==> src/plcs_pkg.sv <==
// Shared widths, constants, state types and helpers of the per-class latency statistics unit.
`timescale 1ns / 1ps

package plcs_pkg;

	// Table geometry.
	localparam int NUM_CLASSES = 8;
	localparam int ROW_W       = (NUM_CLASSES > 1) ? $clog2(NUM_CLASSES) : 1;

	// Field widths.
	localparam int CLASS_W = 8;
	localparam int SEC_W   = 32;
	localparam int NSEC_W  = 30;
	localparam int OPS_W   = 16;
	localparam int CNT_W   = 32;
	localparam int MEAN_W  = 48;

	// Stream widths.
	localparam int S_DATA_W = 224;
	localparam int M_DATA_W = 192;

	// Span arithmetic: seconds difference, nanoseconds difference, signed ns.
	localparam int DS_W     = SEC_W + 1;
	localparam int DN_W     = NSEC_W + 1;
	localparam int NS_W     = 44;
	localparam int NS_MAG_W = 42;
	localparam int DS_MAG_W = 13;
	localparam int Q_SHIFT  = 13;                     // 2^16 / 1000 = 2^13 / 125
	localparam logic [CNT_W-1:0] US_DIVISOR = CNT_W'(125);

	localparam logic [NS_W-1:0] NSEC_PER_SEC = NS_W'(64'd1000000000);
	localparam logic [NS_W-1:0] SAT_NS       = NS_W'(64'd4294967296000);
	localparam logic signed [DS_W-1:0] DS_SAT_MIN  = DS_W'(64'sd4297);
	localparam logic signed [DS_W-1:0] DS_ZERO_MAX = -DS_W'(64'sd2);

	localparam logic [MEAN_W-1:0] MEAN_MAX = '1;
	localparam logic [CNT_W-1:0]  CNT_MAX  = '1;

	// Serial divider.
	localparam int DVD_W  = NS_MAG_W + Q_SHIFT;
	localparam int ITER_W = $clog2(DVD_W + 1);
	localparam logic [ITER_W-1:0] ITERS_SPAN = ITER_W'(DVD_W);
	localparam logic [ITER_W-1:0] ITERS_MEAN = ITER_W'(MEAN_W);

	typedef enum logic [1:0] {
		T_IDLE,
		T_RUN,
		T_FIN
	} top_state_t;

	typedef enum logic [2:0] {
		L_IDLE,
		L_NS,
		L_SAMP,
		L_DIVA,
		L_MEAN,
		L_DIVB,
		L_DONE
	} lane_state_t;

	typedef struct packed {
		logic              done;
		logic [MEAN_W-1:0] mean;
	} lane_stat_t;

	function automatic logic [CNT_W-1:0] sat_add32(input logic [CNT_W-1:0] a,
		input logic [CNT_W-1:0] b);
		logic [CNT_W:0] s;
		s = {1'b0, a} + {1'b0, b};
		return s[CNT_W] ? CNT_MAX : s[CNT_W-1:0];
	endfunction

endpackage

==> src/plcs_div.sv <==
// Restoring divider that retires one quotient bit per cycle.
`timescale 1ns / 1ps

module plcs_div
	import plcs_pkg::*;
(
	input  logic              clk,
	input  logic              arst_n,
	input  logic              start,
	input  logic [DVD_W-1:0]  dividend,
	input  logic [CNT_W-1:0]  divisor,
	input  logic [ITER_W-1:0] iters,
	output logic              done,
	output logic [MEAN_W-1:0] quotient
);

	logic [DVD_W-1:0]  dvd_q;
	logic [DVD_W-1:0]  quo_q;
	logic [CNT_W-1:0]  rem_q;
	logic [CNT_W-1:0]  dsr_q;
	logic [ITER_W-1:0] cnt_q;
	logic              done_q;
	logic [CNT_W:0]    trial;
	logic              fits;

	assign trial = {rem_q, dvd_q[DVD_W-1]};
	assign fits  = trial >= {1'b0, dsr_q};

	always_ff @(posedge clk or negedge arst_n) begin
		if (!arst_n) begin
			cnt_q  <= '0;
			done_q <= 1'b0;
		end else if (start) begin
			cnt_q  <= iters;
			done_q <= 1'b0;
		end else if (cnt_q != '0) begin
			cnt_q  <= cnt_q - ITER_W'(1);
			done_q <= (cnt_q == ITER_W'(1));
		end else begin
			done_q <= 1'b0;
		end
	end

	always_ff @(posedge clk) begin
		if (start) begin
			dvd_q <= dividend;
			dsr_q <= divisor;
			rem_q <= '0;
			quo_q <= '0;
		end else if (cnt_q != '0) begin
			// shift in the next dividend bit, subtract when the divisor fits
			rem_q <= fits ? CNT_W'(trial - {1'b0, dsr_q}) : trial[CNT_W-1:0];
			quo_q <= {quo_q[DVD_W-2:0], fits};
			dvd_q <= {dvd_q[DVD_W-2:0], 1'b0};
		end
	end

	assign done     = done_q;
	assign quotient = quo_q[MEAN_W-1:0];

endmodule

==> src/plcs_lane.sv <==
// One time span: sample in Q32.16 microseconds, then the running mean step.
`timescale 1ns / 1ps

module plcs_lane
	import plcs_pkg::*;
(
	input  logic              clk,
	input  logic              arst_n,
	input  logic              start,
	input  logic [SEC_W-1:0]  a_sec,
	input  logic [NSEC_W-1:0] a_nsec,
	input  logic [SEC_W-1:0]  b_sec,
	input  logic [NSEC_W-1:0] b_nsec,
	input  logic [MEAN_W-1:0] mean_in,
	input  logic [CNT_W-1:0]  count_in,
	output lane_stat_t        stat
);

	lane_state_t state_q, state_d;

	logic signed [DS_W-1:0] ds_q;
	logic signed [DN_W-1:0] dn_q;
	logic [NS_W-1:0]        ns_q;
	logic                   big_q;
	logic                   neg_q;
	logic [MEAN_W-1:0]      mean_q;
	logic [MEAN_W-1:0]      sample_q;
	logic [CNT_W-1:0]       cnt_q;
	logic                   ge_q;

	logic [NS_W-1:0]   dn_ext;
	logic [NS_W-1:0]   ns_next;
	logic              is_zero;
	logic              is_sat;
	logic              ge;
	logic [MEAN_W-1:0] diff;

	logic              div_start;
	logic [DVD_W-1:0]  div_dividend;
	logic [CNT_W-1:0]  div_divisor;
	logic [ITER_W-1:0] div_iters;
	logic              div_done;
	logic [MEAN_W-1:0] div_quo;

	assign dn_ext  = {{(NS_W-DN_W){dn_q[DN_W-1]}}, dn_q};
	// seconds difference of minus one takes the short path; others are non-negative here
	assign ns_next = ds_q[DS_W-1] ? (dn_ext - NSEC_PER_SEC)
		: (NS_W'(ds_q[DS_MAG_W-1:0]) * NSEC_PER_SEC + dn_ext);

	assign is_zero = neg_q || (!big_q && (ns_q[NS_W-1] || ns_q == '0));
	assign is_sat  = big_q || (!ns_q[NS_W-1] && ns_q >= SAT_NS);
	assign ge      = sample_q >= mean_q;
	assign diff    = ge ? (sample_q - mean_q) : (mean_q - sample_q);

	always_ff @(posedge clk or negedge arst_n) begin
		if (!arst_n) begin
			state_q <= L_IDLE;
		end else begin
			state_q <= state_d;
		end
	end

	always_comb begin
		state_d      = state_q;
		div_start    = 1'b0;
		div_dividend = {ns_q[NS_MAG_W-1:0], {Q_SHIFT{1'b0}}};
		div_divisor  = US_DIVISOR;
		div_iters    = ITERS_SPAN;
		case (state_q)
			L_IDLE: begin
				if (start) state_d = L_NS;
			end
			L_NS: state_d = L_SAMP;
			L_SAMP: begin
				if (is_zero || is_sat) begin
					state_d = L_MEAN;
				end else begin
					div_start = 1'b1;
					state_d   = L_DIVA;
				end
			end
			L_DIVA: begin
				if (div_done) state_d = L_MEAN;
			end
			L_MEAN: begin
				div_start    = 1'b1;
				div_dividend = {diff, {(DVD_W-MEAN_W){1'b0}}};
				div_divisor  = cnt_q;
				div_iters    = ITERS_MEAN;
				state_d      = L_DIVB;
			end
			L_DIVB: begin
				if (div_done) state_d = L_DONE;
			end
			L_DONE: state_d = L_IDLE;
			default: state_d = L_IDLE;
		endcase
	end

	always_ff @(posedge clk) begin
		case (state_q)
			L_IDLE: begin
				if (start) begin
					ds_q   <= $signed({1'b0, b_sec}) - $signed({1'b0, a_sec});
					dn_q   <= $signed({1'b0, b_nsec}) - $signed({1'b0, a_nsec});
					mean_q <= mean_in;
					cnt_q  <= count_in;
				end
			end
			L_NS: begin
				ns_q  <= ns_next;
				big_q <= ds_q >= DS_SAT_MIN;
				neg_q <= ds_q <= DS_ZERO_MAX;
			end
			L_SAMP: begin
				if (is_zero) sample_q <= '0;
				else if (is_sat) sample_q <= MEAN_MAX;
			end
			L_DIVA: begin
				if (div_done) sample_q <= div_quo;
			end
			L_MEAN: ge_q <= ge;
			L_DIVB: begin
				// the step never exceeds the distance, so no wrap either way
				if (div_done) mean_q <= ge_q ? (mean_q + div_quo) : (mean_q - div_quo);
			end
			default: ;
		endcase
	end

	plcs_div u_div (
		.clk      (clk),
		.arst_n   (arst_n),
		.start    (div_start),
		.dividend (div_dividend),
		.divisor  (div_divisor),
		.iters    (div_iters),
		.done     (div_done),
		.quotient (div_quo)
	);

	assign stat = '{done: (state_q == L_DONE), mean: mean_q};

endmodule

==> config.mk <==
export PLATFORM = sky130hd
export DESIGN_NAME = plcs_lane
export DESIGN_NICKNAME = d
export VERILOG_FILES = /design/src/plcs_pkg.sv /design/src/plcs_div.sv /design/src/plcs_lane.sv
export SDC_FILE = /design/constraint.sdc
export NUM_CORES = 2
export LEC_CHECK = 0
export BUFFER_PORTS_ARGS = -buffer_cell sky130_fd_sc_hd__buf_2
export CAP_MARGIN = 25
export CELL_PAD_IN_SITES_DETAIL_PLACEMENT = 0
export CELL_PAD_IN_SITES_GLOBAL_PLACEMENT = 1
export CORE_MARGIN = 4
export CORE_UTILIZATION = 52
export DETAILED_ROUTE_END_ITERATION = 10
export PLACE_DENSITY_LB_ADDON = 0.1
export REMOVE_ABC_BUFFERS = 1
export SLEW_MARGIN = 25
export SYNTH_ARGS = -nofsm -noshare
export SYNTH_HDL_FRONTEND = slang
export SYNTH_SLANG_ARGS = --single-unit
==> constraint.sdc <==
create_clock -name clk -period 17 [get_ports clk]
set_input_delay 0.85 -clock clk [delete_from_list [all_inputs] [get_ports clk]]
set_output_delay 0.85 -clock clk [all_outputs]
set_load 0.03 [all_outputs]
* Word level (Yosys, flattened, before mapping)
Index checks and enable logic that the tools add are counted.
** Storage, ports and cells
- Flip-flop bits (word level) :: 416
- Latch bits :: 0
- Memory bits (writable) :: 0
- Memory bits (read-only) :: 0
- Input port bits :: 207
- Output and inout bits :: 49
- Logic and storage cells :: 87
- Memories kept :: 0
** Operators by class
- $add $sub $neg :: 10
- Multiply operators :: 1
- Div/mod/pow operators :: 0
- Magnitude comparators :: 5
- Eq/ne operators :: 11
- Shift-type cells :: 0
- Multiplexer cells :: 26
- Bitwise operators :: 0
- Reductions and logical operators :: 18
** Operators with widths (count)
- two-way mux 48 bit :: 7
- one-hot mux 48 bit (2 select lines) :: 2
- two-way mux 55 bit :: 3
- subtractor 48 bit :: 3
- adder 48 bit :: 1
- >= comparator 48 bit :: 1
- adder 43 x 44 -> 44 bit :: 1
- >= comparator 44 x 42 -> 1 bit, second input constant :: 1
- logical NOT 44 bit :: 1
- two-way mux 44 bit :: 1
- multiplier 13 x 21 -> 34 bit, second input constant :: 1
- >= comparator 33 x 14 -> 1 bit, second input constant :: 1
- >= comparator 33 x 32 -> 1 bit :: 1
- less-or-equal comparator 33 x 2 -> 1 bit, second input constant :: 1
- subtractor 32 x 32 -> 33 bit :: 1
- two-way mux 32 bit :: 1
- subtractor 31 x 31 -> 32 bit, second input constant :: 1
- subtractor 32 bit :: 1
- subtractor 30 x 30 -> 31 bit :: 1
- one-hot mux 3 bit (6 select lines) :: 1
- two-way mux 3 bit :: 5
- two-way mux 6 bit :: 2
- == test 3 bit, second input constant :: 3
- AND reduction 3 bit :: 3
- 16 further kinds :: 27

* Logic depth before layout (Yosys ltp)
- Depth after elaboration :: 8
- Mapped depth :: 33
- Mapped depth without buffers :: 33

* By module
Synthesis repeated with hierarchy kept, for this count alone.
** Unflattened totals
- Cells, all modules :: 4364
- Area, all modules :: 38389.3 µm²
** By module, submodules not included
- plcs_lane :: times used 1, cells each 3493, area each 29729.8 µm², sequential area each 7252.0 µm²
- plcs_div :: times used 1, cells each 871, area each 8659.6 µm², sequential area each 4389.2 µm²

* Least setup slack after synthesis
OpenSTA, ideal clock, no wires.
- Path kind :: input to register
- Start point :: input port start
- End point :: register mean_q[0], enable pin
- Arrival :: 8.591 ns
- Required time :: 16.596 ns
- Path slack :: 8.005 ns
- Stages :: 3
- Buffers on the path :: 0
- Path through :: nand2b_1 > nor3_1 > a21o_1
** On the way
- Word-level cells in the longest chain between the ends :: 2
** RTL lines
- start, declared :: RTL line plcs_lane.sv:9 : input logic start,
- != test 2 bit (no line)
- AND reduction 3 bit (no line)
- end signal, assigned :: RTL line plcs_lane.sv:106 : mean_q <= mean_in;
- end signal, assigned :: RTL line plcs_lane.sv:125 : if (div_done) mean_q <= ge_q ? (mean_q + div_quo) : (mean_q - div_quo);
- end, declared :: RTL line plcs_lane.sv:26 : logic [MEAN_W-1:0] mean_q;
No other way between the ends.
A chain may end at the register's enable or synchronous reset.

* Worst setup path in the final report
- Start point :: register ds_q[5]
- End point :: register ns_q[43] (data pin)
** On the way
- Word-level cells in the longest chain between the ends :: 3
** RTL lines
- start, declared :: RTL line plcs_lane.sv:21 : logic signed [DS_W-1:0] ds_q;
- start signal, assigned :: RTL line plcs_lane.sv:104 : ds_q <= $signed({1'b0, b_sec}) - $signed({1'b0, a_sec});
- multiplier 13 x 21 -> 34 bit :: RTL line plcs_lane.sv:48 : : (NS_W'(ds_q[DS_MAG_W-1:0]) * NSEC_PER_SEC + dn_ext);
- adder 43 x 44 -> 44 bit :: RTL line plcs_lane.sv:48
- two-way mux 44 bit :: RTL line plcs_lane.sv:47 : assign ns_next = ds_q[DS_W-1] ? (dn_ext - NSEC_PER_SEC)
- named net ns_next[43] :: RTL line plcs_lane.sv:32 : logic [NS_W-1:0] ns_next;
- end signal, assigned :: RTL line plcs_lane.sv:111 : ns_q <= ns_next;
- end, declared :: RTL line plcs_lane.sv:23 : logic [NS_W-1:0] ns_q;
The timed path passes the listed nets, and every way through them passes these cells.

==> flow_summary.ini <==
[cts]
clock_latency_ns = 0.62
tritoncts = done
cts_htree_levels = 2
max-clock-path-buffers = 3
cts.sinks = 409
cts.root.buffer_cell = sky130_fd_sc_hd__clkbuf_16
cts_post_setup_buffers_inserted = 0
cts_made_buffers = 49
clk_pin_slew_ns = 0.06
cts-resized-gates = 0
hold_buffers = 0

[routing]
met3_length_um = 4537
wire_per_inst_um = 18.67
first_pass_iters = 5
dr_total_vias = 30140
met2_length_um = 44640
drt.antenna.violating_nets = 0
top_layer = met5
dr.first_iter.drc_count = 2009
routedLengthMet1_um = 46370
final_routed_drc_violation_total = 0
viasPerCell = 5.721
postRouteWirelength_um = 98380

[logic_synthesis]
ys_types = 98
post_synth_edffs = 319
synthXorXnorAreaFrac = 0.06686
post_syn_area_um2 = 36790
muxShareOfSynthArea = 0.008842
avgSynthCellArea_um2 = 8.898
synth.top_cells.by_area = sky130_fd_sc_hd__edfxtp_1 (26%), sky130_fd_sc_hd__ha_1 (14%), sky130_fd_sc_hd__fa_1 (5.7%)
synth-main-ff-cell = sky130_fd_sc_hd__edfxtp_1
async_reset_ff_frac = 0.02445
synth_top_area_cell = sky130_fd_sc_hd__edfxtp_1
yosys.area_share.adder = 0.1945
flip_flop_and_latch_count_after_synthesis = 409
synth_compound_gate_area_share = 0.2201
synth-simple-area-share = 0.1317
combinational_family_with_the_most_area_after_synthesis = compound AO/OA/AOI/OAI gates
synth_warnings = 0
synthesis.instances = 4135
synth.yosys.seq_area_share = 0.3107
yosysTopAreaCellShare = 0.2604

[floorplanning]
floorplan.die_area_um2 = 75080
floorplan.rows = 97
fp.dieW_um = 274
io_pins = 256
die_h_um = 274
floorplan.initialDensity = 0.5254
area_of_the_core_um2 = 70030

[worst_setup_path]
rr_endpoint = ns_q[43]$_DFFE_PP_
timing.critical_path.mode_cell = sky130_fd_sc_hd__inv_1
worst-r2r-cell-count = 33
setup.reg_to_reg.worst_slack_ns = 9.63
crit_path_max_fanout = 6
worstReg2RegStart = ds_q[5]$_DFFE_PP_
crit_required_ns = 17.32
worstPathArrival_ns = 7.69
crit_slowest_cell = sky130_fd_sc_hd__fa_1
critPathCaptureType = register
critical_path.startpoint_type = register
critical_path.max_stage_delay_ns = 0.54
worstSetupPathType = reg -> reg

[layout]
area_growth_syn_to_layout_pct = 10.13
fin_nets = 5003
final_cell_area_um2 = 40520
layout_cell_share_with_drive_strength_beyond_1 = 0.1091
final.fill_count = 6488

[timing]
final-hold-violation-count = 0
fin_ws_ns = 9.627
achievable-frequency_mhz = 135.6
setup_total_negative_slack_ns = 0
finalMaxSlewViolations = 0
finalSetupViolations = 0
worst_margin_pin_slew_ns = 0.9083
time_the_worst_path_needs_with_i_o_delays_and_setup_ns = 7.373
post_route_fraction_of_the_period_consumed_by_the_critical_path = 0.4337
rsz0062_at_grt = no
finalHoldWorstSlack_ns = 0.1081
worst_clock_skew_ns = 0.03694
timing.max_slew.rel_slack = 0.3788

[placement]
placement.io_buffers = 255
pre_cts_slack_ns = 9.679
placedInstanceArea_um2 = 38750
hpwlAfterDp_um = 76670
gp_congestion = 0.9908

[global_routing]
antenna_found_initial = 4
globalRouteTotalUtil = 0.2575
grt-ovfl-total = 0
via_count_of_the_first_global_routing_pass = 29570
grt_start_max_net_pins = 98
grt_first_pass_wirelength_um = 157200

[worst_hold_path]
holdCritPathClass = in -> async

[run_status]
outcome = completed

[flow_run]
maxCapViolations = 0
[per-layer routing]
layer	global-route usage	vias up
li1	-	15050
met1	0.3580	14200
met2	0.4273	738
met3	0.02791	152
met4	0.07287	4
met5	0	-
[worst max-delay path: cells and delay by family (launching register included)]
kind	cells	cell delay [ns]
buffers and inverters	6	0.47
AND/OR/NAND/NOR	4	0.64
XOR/XNOR	2	0.27
adder cells (fa/ha/maj)	7	2.74
AO/OA/AOI/OAI	14	2.48
flip-flops	1	0.51
[per-stage QoR]
step                std cells  utilization
finish                   5269       0.5786
global route             5268       0.5786
CTS                      5268       0.5784
detailed placement       5176       0.5534
global placement         5176       0.5533
floorplan                3961            -
[worst max-delay path by stage]
stage	startpoint	end	slack (ns)	depth (start not counted)
finish	ds_q[5]$_DFFE_PP_	ns_q[43]$_DFFE_PP_	9.63	33
global route	ds_q[4]$_DFFE_PP_	ns_q[43]$_DFFE_PP_	8.97	26
CTS	ds_q[5]$_DFFE_PP_	ns_q[43]$_DFFE_PP_	9.65	33
detailed placement	ds_q[5]$_DFFE_PP_	ns_q[43]$_DFFE_PP_	9.68	33
global placement	ds_q[5]$_DFFE_PP_	ns_q[43]$_DFFE_PP_	9.84	33
floorplan	state_q[0]$_DFFE_PN0P_	mean_q[0]$_DFFE_PP_	7.73	3
[flip-flops by register name (all words and copies together) (netlist names), 3 cells and up]
| signal | count |
|---|---|
| u_div.quo_q | 48 |
| cnt_q | 32 |
| u_div.rem_q | 32 |
| u_div.dvd_q | 48 |
| u_div.dsr_q | 32 |
| ns_q | 44 |
| state_q | 3 |
| sample_q | 48 |
| mean_q | 48 |
| ds_q | 33 |
| dn_q | 31 |
| u_div.cnt_q | 6 |
[cells in the final DEF, fill, tap and decap left out, types with 11 or more instances in the layout]
cell                        synthesis  layout
sky130_fd_sc_hd__a31oi_1           40      40
sky130_fd_sc_hd__nor2_1           218     218
sky130_fd_sc_hd__nand2_1          346     344
sky130_fd_sc_hd__nor4_1            23      22
sky130_fd_sc_hd__a31o_2            52      52
sky130_fd_sc_hd__mux2i_1           19      19
sky130_fd_sc_hd__a211oi_1          52      52
sky130_fd_sc_hd__inv_1            463     463
sky130_fd_sc_hd__edfxtp_1         319     319
sky130_fd_sc_hd__a21o_1           148     147
sky130_fd_sc_hd__ha_1             404     404
sky130_fd_sc_hd__nor3_1            72      71
sky130_fd_sc_hd__o21ai_0          260     259
sky130_fd_sc_hd__and3_1            30      30
sky130_fd_sc_hd__mux2_2            12      12
sky130_fd_sc_hd__clkbuf_16          0      49
sky130_fd_sc_hd__a22oi_1           43      43
sky130_fd_sc_hd__buf_2             28     255
sky130_fd_sc_hd__o31a_1            12      12
sky130_fd_sc_hd__nand4_1           53      53
sky130_fd_sc_hd__xnor2_1          147     147
sky130_fd_sc_hd__o21bai_1          53      53
sky130_fd_sc_hd__nand2b_1          53      52
sky130_fd_sc_hd__dfxtp_1           80      80
sky130_fd_sc_hd__o211ai_1          25      25
sky130_fd_sc_hd__o21a_1            46      46
sky130_fd_sc_hd__nand3_1           60      60
sky130_fd_sc_hd__buf_4              6      19
sky130_fd_sc_hd__and2_1            35      33
sky130_fd_sc_hd__fa_1             105     105
sky130_fd_sc_hd__o22ai_1           11      11
sky130_fd_sc_hd__o31ai_1           24      23
sky130_fd_sc_hd__nor2b_1           36      35
sky130_fd_sc_hd__or2_2             11      11
sky130_fd_sc_hd__a311oi_1          16      16
sky130_fd_sc_hd__a21oi_1          372     372
sky130_fd_sc_hd__o21ai_1           18      18
sky130_fd_sc_hd__xor2_1           132     132
sky130_fd_sc_hd__or3_1             26      26
[cells by family after synthesis]
group / after synthesis
and+or+nand+nor: 1002
buffers and inverters: 640
adders and majority gates: 509
DFF: 409
AOI/OAI and AO/OA: 1264
xor gates and xnor gates: 280
muxes: 31
[final cells by class]
cell class / instances / area, µm² / share of cell area
timing repair buffer: 275 / 1430 / 0.03529
clock buffer: 65 / 1376 / 0.03397
tap: 940 / 1176 / 0.02903
inverter: 466 / 1752 / 0.04323
clock inverter: 27 / 376.6 / 0.009294
multi-input combinational: 3086 / 22970 / 0.5670
sequential: 409 / 11430 / 0.2821
antenna: 1 / 2.502 / 0.00006176
[synthesized netlist by cell type (all sizes together), types with 46 or more instances]
master / number
fa: 105
nand3: 60
xnor2: 148
nor2: 218
a21o: 148
xor2: 132
inv: 465
a21oi: 372
edfxtp: 319
a211oi: 52
ha: 404
nand2: 346
nand2b: 53
clkbuf: 131
nand4: 53
a31o: 52
nor3: 75
o21bai: 53
dfxtp: 80
o21ai: 278
o21a: 46
Power is left out: the tool's default activity adds up to more than one toggle a clock period on the data nets, which glitch-free logic cannot reach.
